`src/design/mdet_pkg.sv`:
```
// shared types and constants for the matrix determinant block
package mdet_pkg;

  // width of the determinant result and of every stored minor
  localparam int unsigned DET_W = 52;
  // width of the size register
  localparam int unsigned SIZE_W = 3;
  // reset value of the size register
  localparam logic [SIZE_W-1:0] SIZE_RESET = 3'd2;
  // register index of the size register
  localparam logic REG_SIZE = 1'b0;

  // sequencer states, one-hot
  typedef enum logic [4:0] {
    ST_LOAD  = 5'b00001,
    ST_SCAN  = 5'b00010,
    ST_DRAIN = 5'b00100,
    ST_WRITE = 5'b01000,
    ST_HOLD  = 5'b10000
  } state_t;

endpackage

```
`src/design/matrix_determinant_top.sv`:
```
// Sequencing: after the last entry, each column subset (n = matrix size) is scanned over all n
//   columns, drained from the multiply pipeline and written to the minor ram, in that order.
// Throughput: entries load one per cycle, only in the load state; the minor pass runs once per matrix,
//   one column per cycle through a shared multiply-accumulate fed from the entry and minor rams.
// The minor ram holds the determinant of every column subset of the lower rows.
// Reset: synchronous, active high; size returns to 2, load count and sequencer clear.
// Ram contents are not cleared; entries are always written before they are read.
module matrix_determinant_top #(
  parameter int unsigned MAX_SIZE   = 6,
  parameter int unsigned ENTRY_BITS = 8
) (
  input  logic                       clk,
  input  logic                       rst,
  // apb configuration port
  input  logic                       psel,
  input  logic                       penable,
  input  logic                       pwrite,
  input  logic [2:0]                 paddr,
  input  logic [31:0]                pwdata,
  output logic [31:0]                prdata,
  output logic                       pready,
  // input stream
  input  logic                       s_tvalid,
  output logic                       s_tready,
  input  logic [7:0]                 s_tdata,   // [7:0] entry_value
  // output stream
  output logic                       m_tvalid,
  input  logic                       m_tready,
  output logic [55:0]                m_tdata    // [51:0] determinant, [55:52] zero
);
  import mdet_pkg::*;

  localparam int unsigned DEPTH  = MAX_SIZE * MAX_SIZE;
  localparam int unsigned IDX_W  = $clog2(DEPTH);
  localparam int unsigned CNT_W  = $clog2(DEPTH + 1);
  localparam int unsigned COL_W  = $clog2(MAX_SIZE);
  localparam int unsigned N_W    = $clog2(MAX_SIZE + 1);
  localparam int unsigned MASK_W = MAX_SIZE;

  state_t state;
  logic [SIZE_W-1:0] matrix_size;
  logic [CNT_W-1:0]  load_count;
  logic [N_W-1:0]    n;
  logic [CNT_W-1:0]  total;
  logic [MASK_W-1:0] mask;
  logic [MASK_W-1:0] full_mask;
  logic [COL_W-1:0]  col;
  logic              neg;
  logic              v1, v2, sign1, sign2;
  logic signed [DET_W-1:0] prod;
  logic signed [DET_W-1:0] acc;
  logic [N_W-1:0]    pop;
  logic [N_W-1:0]    row;
  logic [IDX_W-1:0]  ent_raddr;
  logic [MASK_W-1:0] det_raddr;
  logic [ENTRY_BITS-1:0] ent_rdata;
  logic [DET_W-1:0]  det_rdata;
  logic              cfg_wr, in_acc, out_acc, issue, last_col;

  assign cfg_wr  = psel && penable && pwrite && pready;
  assign in_acc  = s_tvalid && s_tready;
  assign out_acc = m_tvalid && m_tready;
  assign pready  = 1'b1;
  assign prdata  = (paddr[2] == REG_SIZE) ? 32'(matrix_size) : 32'd0;
  assign s_tready = (state == ST_LOAD);

  // effective size, saturated into 1..MAX_SIZE
  always_comb begin
    if (matrix_size == '0) begin
      n = N_W'(1);
    end else if (int'(matrix_size) > int'(MAX_SIZE)) begin
      n = N_W'(MAX_SIZE);
    end else begin
      n = N_W'(matrix_size);
    end
    total     = CNT_W'(n) * CNT_W'(n);
    full_mask = MASK_W'((MASK_W+1)'(1) << n) - MASK_W'(1);
  end

  // row of the current subset and read addresses of the next term
  always_comb begin
    pop = '0;
    for (int i = 0; i < int'(MASK_W); i++) begin
      pop = pop + N_W'(mask[i]);
    end
    row       = n - pop;
    ent_raddr = IDX_W'(IDX_W'(row) * IDX_W'(n) + IDX_W'(col));
    det_raddr = mask & ~(MASK_W'(1) << col);
    issue     = (state == ST_SCAN) && mask[col];
    last_col  = (N_W'(col) == n - N_W'(1));
  end

  // matrix entries, row-major
  mdet_ram #(.WIDTH(ENTRY_BITS), .DEPTH(DEPTH)) u_ent_ram (
    .clk   (clk),
    .we    (in_acc),
    .waddr (IDX_W'(load_count)),
    .wdata (s_tdata[ENTRY_BITS-1:0]),
    .raddr (ent_raddr),
    .rdata (ent_rdata)
  );

  // minor determinants indexed by column subset
  mdet_ram #(.WIDTH(DET_W), .DEPTH(2 ** MASK_W)) u_det_ram (
    .clk   (clk),
    .we    (state == ST_WRITE),
    .waddr (mask),
    .wdata (acc),
    .raddr (det_raddr),
    .rdata (det_rdata)
  );

  // multiply and accumulate pipeline
  always_ff @(posedge clk) begin
    if (rst) begin
      v1 <= 1'b0;
      v2 <= 1'b0;
    end else begin
      v1 <= issue;
      v2 <= v1;
    end
    sign1 <= neg;
    sign2 <= sign1;
    prod  <= DET_W'($signed(ent_rdata)) * $signed(det_rdata);
  end

  // sequencer
  always_ff @(posedge clk) begin
    if (rst) begin
      state       <= ST_LOAD;
      matrix_size <= SIZE_RESET;
      load_count  <= '0;
      m_tvalid    <= 1'b0;
      mask        <= '0;
      col         <= '0;
      neg         <= 1'b0;
    end else begin
      if (out_acc) begin
        m_tvalid <= 1'b0;
      end
      if (v2) begin
        acc <= sign2 ? acc - prod : acc + prod;
      end
      if (cfg_wr && paddr[2] == REG_SIZE && paddr[1:0] == 2'b00) begin
        matrix_size <= pwdata[SIZE_W-1:0];
        load_count  <= '0;
      end
      case (state)
        ST_LOAD: begin
          if (in_acc) begin
            if (load_count + CNT_W'(1) == total) begin
              load_count <= '0;
              mask       <= '0;
              acc        <= DET_W'(1);
              state      <= ST_WRITE;
            end else begin
              load_count <= load_count + CNT_W'(1);
            end
          end
        end
        ST_SCAN: begin
          if (issue) begin
            neg <= ~neg;
          end
          if (last_col) begin
            state <= ST_DRAIN;
          end else begin
            col <= col + COL_W'(1);
          end
        end
        ST_DRAIN: begin
          if (!v1 && !v2) begin
            state <= ST_WRITE;
          end
        end
        ST_WRITE: begin
          if (mask == full_mask) begin
            if (!m_tvalid || out_acc) begin
              m_tvalid <= 1'b1;
              m_tdata  <= {4'd0, acc};
              state    <= ST_LOAD;
            end else begin
              state <= ST_HOLD;
            end
          end else begin
            mask  <= mask + MASK_W'(1);
            acc   <= '0;
            col   <= '0;
            neg   <= 1'b0;
            state <= ST_SCAN;
          end
        end
        ST_HOLD: begin
          if (!m_tvalid || out_acc) begin
            m_tvalid <= 1'b1;
            m_tdata  <= {4'd0, acc};
            state    <= ST_LOAD;
          end
        end
        default: begin
          state <= ST_LOAD;
        end
      endcase
    end
  end

`ifndef SYNTHESIS
  // a minor is stored only once all its terms have been summed
  a_write_drained: assert property (@(posedge clk) disable iff (rst)
    state == ST_WRITE |-> !v1 && !v2)
    else $error("minor written with terms in flight");

  // terms are issued only while scanning columns
  a_issue_scan: assert property (@(posedge clk) disable iff (rst)
    v1 |-> $past(state) == ST_SCAN)
    else $error("term issued outside scan");

  // loading never runs past the matrix
  a_load_bound: assert property (@(posedge clk) disable iff (rst)
    state == ST_LOAD |-> load_count < total)
    else $error("load count beyond matrix");

  // a result comes only from the full column subset
  a_result_full: assert property (@(posedge clk) disable iff (rst)
    $rose(m_tvalid) |-> $past(mask) == $past(full_mask))
    else $error("result from partial subset");
`endif

endmodule

```
`src/design/mdet_ram.sv`:
```
// generic single write port, single read port ram with registered read
module mdet_ram #(
  parameter int unsigned WIDTH = 8,
  parameter int unsigned DEPTH = 36
) (
  input  logic                     clk,
  input  logic                     we,
  input  logic [$clog2(DEPTH)-1:0] waddr,
  input  logic [WIDTH-1:0]         wdata,
  input  logic [$clog2(DEPTH)-1:0] raddr,
  output logic [WIDTH-1:0]         rdata
);

  logic [WIDTH-1:0] mem [DEPTH];

  // write and registered read
  always_ff @(posedge clk) begin
    if (we) begin
      mem[waddr] <= wdata;
    end
    rdata <= mem[raddr];
  end

endmodule

```
`config.mk`:
```
export PLATFORM = sky130hd
export DESIGN_NAME = matrix_determinant_top
export DESIGN_NICKNAME = d
export VERILOG_FILES = /design/src/design/mdet_pkg.sv /design/src/design/matrix_determinant_top.sv /design/src/design/mdet_ram.sv
export SDC_FILE = /design/constraint.sdc
export NUM_CORES = 2
export LEC_CHECK = 0
export ABC_AREA = 0
export BUFFER_PORTS_ARGS = -buffer_cell sky130_fd_sc_hd__buf_2
export CORE_UTILIZATION = 30
export CTS_CLUSTER_DIAMETER = 60
export CTS_CLUSTER_SIZE = 14
export DETAILED_ROUTE_END_ITERATION = 10
export GPL_TIMING_DRIVEN = 0
export PLACE_DENSITY = 0.5
export SYNTH_ARGS = -nofsm -noshare
export SYNTH_HDL_FRONTEND = slang
export SYNTH_HIERARCHICAL = 1
export SYNTH_SLANG_ARGS = --single-unit
```
`constraint.sdc`:
```
create_clock -name clk -period 10.5 [get_ports clk]
set_input_delay 2.1 -clock clk [delete_from_list [all_inputs] [get_ports clk]]
set_output_delay 2.1 -clock clk [all_outputs]
set_load 0.01 [all_outputs]
```
Word-level counts from Yosys, hierarchy flattened --
Memory sizes are Yosys's and may differ from the RTL's. A register that Yosys moved wholly into a read port is not among the register bits. Cells that the tools add are included.
Storage, ports and cells: memories 2, output and inout bits 91, bits of input ports 50, register bits 189, RAM bits 3616
Cells by class: magnitude comparators 2, multiplexer cells 44, reductions and logical operators 22, bitwise operators 5, equality and inequality tests 17, add/sub/neg operators 14, shifts and indexed selects 2, $mul 3
Memory list:
- u_det_ram.mem | depth 64, bits a word 52, read ports 1, clocked after Yosys merged registers in 1, write ports 1, RTL line mdet_ram.sv:14 | logic [WIDTH-1:0] mem [DEPTH];
- u_ent_ram.mem | depth 36, bits a word 8, read ports 1, clocked after Yosys merged registers in 1, write ports 1, RTL line mdet_ram.sv:14
Operators by type and width (number):
- 52-bit two-way mux | 5
- 56-bit two-way mux | 2
- 56-bit case mux with 2 select lines | 1
- 52-bit case mux with 2 select lines | 1
- 52-bit adder | 1
- 8-bit by 52-bit multiplier with 52-bit output | 1
- 52-bit subtractor | 1
- 6-bit two-way mux | 7
- 5-bit two-way mux | 7
- 5-bit case mux with 5 select lines | 1
- 3-bit two-way mux | 5
- 2-bit != test, second input constant | 7
- 6-bit by 1-bit adder with 6-bit output, second input constant | 2
- 6-bit equality test | 2
- 3-bit by 3-bit multiplier with 6-bit output | 2
- 6-bit case mux with 2 select lines | 1
- 1-bit by 3-bit left shift with 6-bit output, first input constant | 2
- 1-bit two-way mux | 10
- 3-bit by 1-bit adder with 3-bit output | 3
- 3-bit AND reduction | 3
- 1-bit logical AND | 8
- 6-bit by 3-bit adder with 6-bit output | 1
- 6-bit AND | 1
- 6-bit NOT | 1
- other kinds (26) | 34

Longest topological paths before layout --
depth after elaboration 8, depth in mapped cells 22

By module --
Netlist, hierarchy kept.
Modules (own cells, without submodules):
- mdet_ram (u_det_ram) | times used 1, sequential area each 100976.8 µm², cells each 5410, area an instance 126924.2 µm²
- matrix_determinant_top | times used 1, sequential area each 4744.6 µm², cells each 2767, area an instance 24549.8 µm²
- mdet_ram (u_ent_ram) | times used 1, sequential area each 8808.4 µm², cells each 630, area an instance 11712.5 µm²

Least setup slack after synthesis --
OpenSTA, ideal clock, no wires.
path kind in2reg, start in rst, end reg m_tdata[0], enable pin, cell stages on the path 3, data arrival time 5.744 ns, path buffers 0, setup slack 4.294 ns, data required time 10.038 ns, library setup time 0.462 ns, cells stage by stage inv_1 o21ai_0 nor2_1
Between the ends: longest elaborated chain between the ends 2
Ends and longest elaborated chain:
- from (decl) | RTL line matrix_determinant_top.sv:13 | input logic rst,
- 1-bit NOT (no source line)
- 3-bit AND reduction (no source line)
- to (signal assigned) | RTL line matrix_determinant_top.sv:180 | m_tdata <= {4'd0, acc};
- to (signal assigned) | RTL line matrix_determinant_top.sv:196 | m_tdata <= {4'd0, acc};
- to (decl) | RTL line matrix_determinant_top.sv:29 | output logic [55:0] m_tdata
No other way between the ends. A chain may end at the register's enable or synchronous reset.

Worst setup path in the final report --
start reg mask[2], end reg u_ent_ram.rdata[5] (read register of u_ent_ram.mem)
Between the ends: longest elaborated chain between the ends 7
Ends and longest elaborated chain:
- from (decl) | RTL line matrix_determinant_top.sv:45 | logic [MASK_W-1:0] mask;
- from (signal assigned) | RTL line matrix_determinant_top.sv:186 | mask <= mask + MASK_W'(1);
- 2-bit by 1-bit adder with 3-bit output | RTL line matrix_determinant_top.sv:84 | pop = pop + N_W'(mask[i]);
- 3-bit by 1-bit adder with 3-bit output (3 in a row) | RTL line matrix_determinant_top.sv:84
- 3-bit subtractor | RTL line matrix_determinant_top.sv:86 | row = n - pop;
- 3-bit by 3-bit multiplier with 6-bit output | RTL line matrix_determinant_top.sv:87 | ent_raddr = IDX_W'(IDX_W'(row) * IDX_W'(n) + IDX_W'(col));
- 6-bit by 3-bit adder with 6-bit output | RTL line matrix_determinant_top.sv:87
- via ent_raddr[2] | RTL line matrix_determinant_top.sv:54 | logic [IDX_W-1:0] ent_raddr;
- to (decl) | RTL line mdet_ram.sv:11 | output logic [WIDTH-1:0] rdata
The timed path passes the listed nets, and every way through them passes these cells.

==> flow_summary.json <==
{
  "cts_buffer_depth": 4,
  "ys.warnings.count": 6,
  "synth_edf_count": 3720,
  "setup-violations-final": 0,
  "failed_checks": "max-capacitance violations, max-slew violations",
  "yosys-top-cells-count": "edfxtp_1 (3720), mux4_2 (803), inv_1 (415)",
  "fin_total_pwr_mw": 48.6,
  "synth_area_um2": 163000,
  "max-vdd-ir-drop_uv": 593,
  "die-area_um2": 547000,
  "dpl_cell_area_um2": 180000,
  "timing.final.ws_setup_ns": 3.02,
  "grt_pass1_wl_um": 724000,
  "synth_area_leaders": "edfxtp_1 (68%), mux4_2 (11%), fa_1 (3.5%)",
  "crit_type": "reg -> reg",
  "p_leak_nw": 60.5,
  "crit_path_start_kind": "flop",
  "wl_um": 522000,
  "layout.nets": 10100,
  "ff_latch_area_um2": 115000,
  "first_pass_iters": 6,
  "relSlewSlack_pct": -10.4,
  "status": "finished, violations left",
  "clk_pin_slew_ns": 0.06,
  "finalMaxSlewViolations": 13,
  "grt_usage_pct": 18.6,
  "skew_ns": 0.133,
  "ant_nets": 0,
  "cap_viol_max_count": 3,
  "place_congestion": 0.871,
  "num_rows": 270,
  "antenna_found_initial": 61,
  "path_max_fanout": 10,
  "period_share_pct": 71.2,
  "drtIter0Drc": 10600,
  "drt-vias-per-instance": 5.27,
  "max_freq_mhz": 134,
  "post_cts_buffers": 0,
  "wire_per_inst_um": 30.6,
  "cp.required_ns": 11.30,
  "cts_buffers": 356,
  "post-place-ws_ns": 3.05,
  "rsz0062_at_grt": "false",
  "cp-end-kind": "flop",
  "seq_area_frac_synth_pct": 70.2,
  "synth.top_cell.area_share_pct": 68.5,
  "power_density_nw_per_um2": 254,
  "core_area_um2": 541000,
  "ys.flop_type": "edfxtp_1",
  "grt_pass1_vias": 90300,
  "drc": 0,
  "die_y_um": 740,
  "grt_max_degree": 37,
  "clock_sinks": 3861,
  "final_util_pct": 35.4,
  "dp_hpwl_um": 372000,
  "tightest_slew_ns": 1.64,
  "fillers": 50500,
  "yosysMostFrequentCell": "edfxtp_1",
  "multi_input_area_um2": 45400,
  "ys_seq_elements": 3861,
  "vias": 89800,
  "die_w_um": 740,
  "synth_top_area_cell": "edfxtp_1",
  "cts_root_buf": "clkbuf_16",
  "worst-endpoint-arrival_ns": 8.28,
  "grt_overflow_total": 0,
  "clk-insertion-delay-late_ns": 1.05,
  "io_buffers": 77,
  "area_delta_synth_final_pct": 17.3,
  "ys_types": 91,
  "start_util_pct": 30.2,
  "cts_resized": 0,
  "min_path_type": "reg -> reg",
  "cts_htree_levels": 5,
  "tns_ns": 0,
  "cts_tree": "done",
  "period_needed_ns": 7.48,
  "hold_violations": 0,
  "post-route-cell-area_um2": 191000,
  "synth_cells": 8807,
  "layout-drive-gt1-share_pct": 21.5,
  "synth_area_per_cell_um2": 18.5,
  "postCtsHoldBufs": 0,
  "async_reset_ff_share_pct": 0,
  "io_pins": 141
}
[layout make-up]
class	instances	area share, %
flip-flops and latches	3861	59.8
multi-input cells	4088	23.7
clock buffers	399	4.76
well taps	7208	4.71
repair buffers	392	3.75
plain buffers	474	1.30
clock inverters	151	1.04
inverters	416	0.816
diodes	56	0.0732
[logic make-up (layout without fill, tap and decap cells)]
| logic type | after synthesis | in the layout | share of synthesized area (%) |
|---|---|---|---|
| mux | 1135 | 1135 | 13.2 |
| buf+inv | 890 | 1832 | 2.48 |
| fa+ha+maj | 470 | 470 | 4.92 |
| simple gates | 1254 | 1254 | 4.00 |
| flops | 3861 | 3861 | 70.2 |
| xor+xnor | 158 | 158 | 0.848 |
| compound gates | 1037 | 1037 | 4.41 |
| other cells | 2 | 90 | 0.00460 |
[sequential cells by signal, indices dropped and copies added (netlist names), 6 cells and up]
signal           flops
u_det_ram/mem     3328
u_ent_ram/mem      288
acc                 52
m_tdata             52
prod                52
u_det_ram/rdata     52
u_ent_ram/rdata      8
load_count           6
mask                 6
[report_power, final]
part	switching, mW	leakage (nW)	total [mW]	internal [mW]
registers	0.326	34.7	17.9	17.5
clock network	6.00	5.36	12.8	6.82
logic	11.4	20.5	17.9	6.56
total	17.7	60.5	48.6	30.9
[critical path, stage by stage (launching register included)]
cell,delay (ns)
dfxtp_1,0.94
fa_1,0.58
fa_1,0.43
fa_1,0.47
ha_1,0.32
fa_1,0.37
xor2_1,0.16
xnor2_1,0.20
nand2_1,0.11
fa_1,0.53
inv_1,0.05
fa_1,0.52
fa_1,0.51
nor2b_1,0.53
buf_2,0.43
clkbuf_1,0.58
a22oi_1,0.17
a21oi_1,0.27
o41ai_2,0.13
[routing by layer]
metal | track usage, % | vias up | wire, um | part of all wire [%]
li1 | - | 36500 | - | -
met1 | 25.7 | 48900 | 218000 | 42
met2 | 30.7 | 3768 | 249000 | 48
met3 | 2.83 | 645 | 39800 | 7.6
met4 | 5.17 | 10 | 16000 | 3.1
met5 | 0 | - | 57 | 0.011
[through the flow]
stage	cells	hold WS, ns
after floorplan	8839	0.310
after global placement	16100	0.327
after detailed placement	16400	0.322
after CTS	17000	0.339
after global routing	17000	0.355
final	17000	0.335
[placed cells by master (no fill, tap or decap), types with 240 or more instances in the layout]
cell type / netlist / routed
and2_1: 303 / 303
a21oi_1: 240 / 240
edfxtp_1: 3720 / 3720
clkbuf_16: 0 / 357
mux2i_1: 287 / 287
inv_1: 415 / 414
nor2_1: 334 / 270
fa_1: 286 / 286
clkbuf_1: 208 / 248
mux4_2: 803 / 803
[path summary, 6_finish.rpt]
check,slack [ns],startpoint,cells past startpoint,to
max,3.02,mask[2]$_SDFFE_PP0P_,18,u_ent_ram/rdata[5]$_DFF_P_
min,0.34,sign1$_DFF_P_,0,sign2$_DFF_P_
max reg2reg,3.02,mask[2]$_SDFFE_PP0P_,18,u_ent_ram/rdata[5]$_DFF_P_
min reg2reg,0.34,sign1$_DFF_P_,0,sign2$_DFF_P_
No activity file was read; power rests on OpenSTA's default activity.
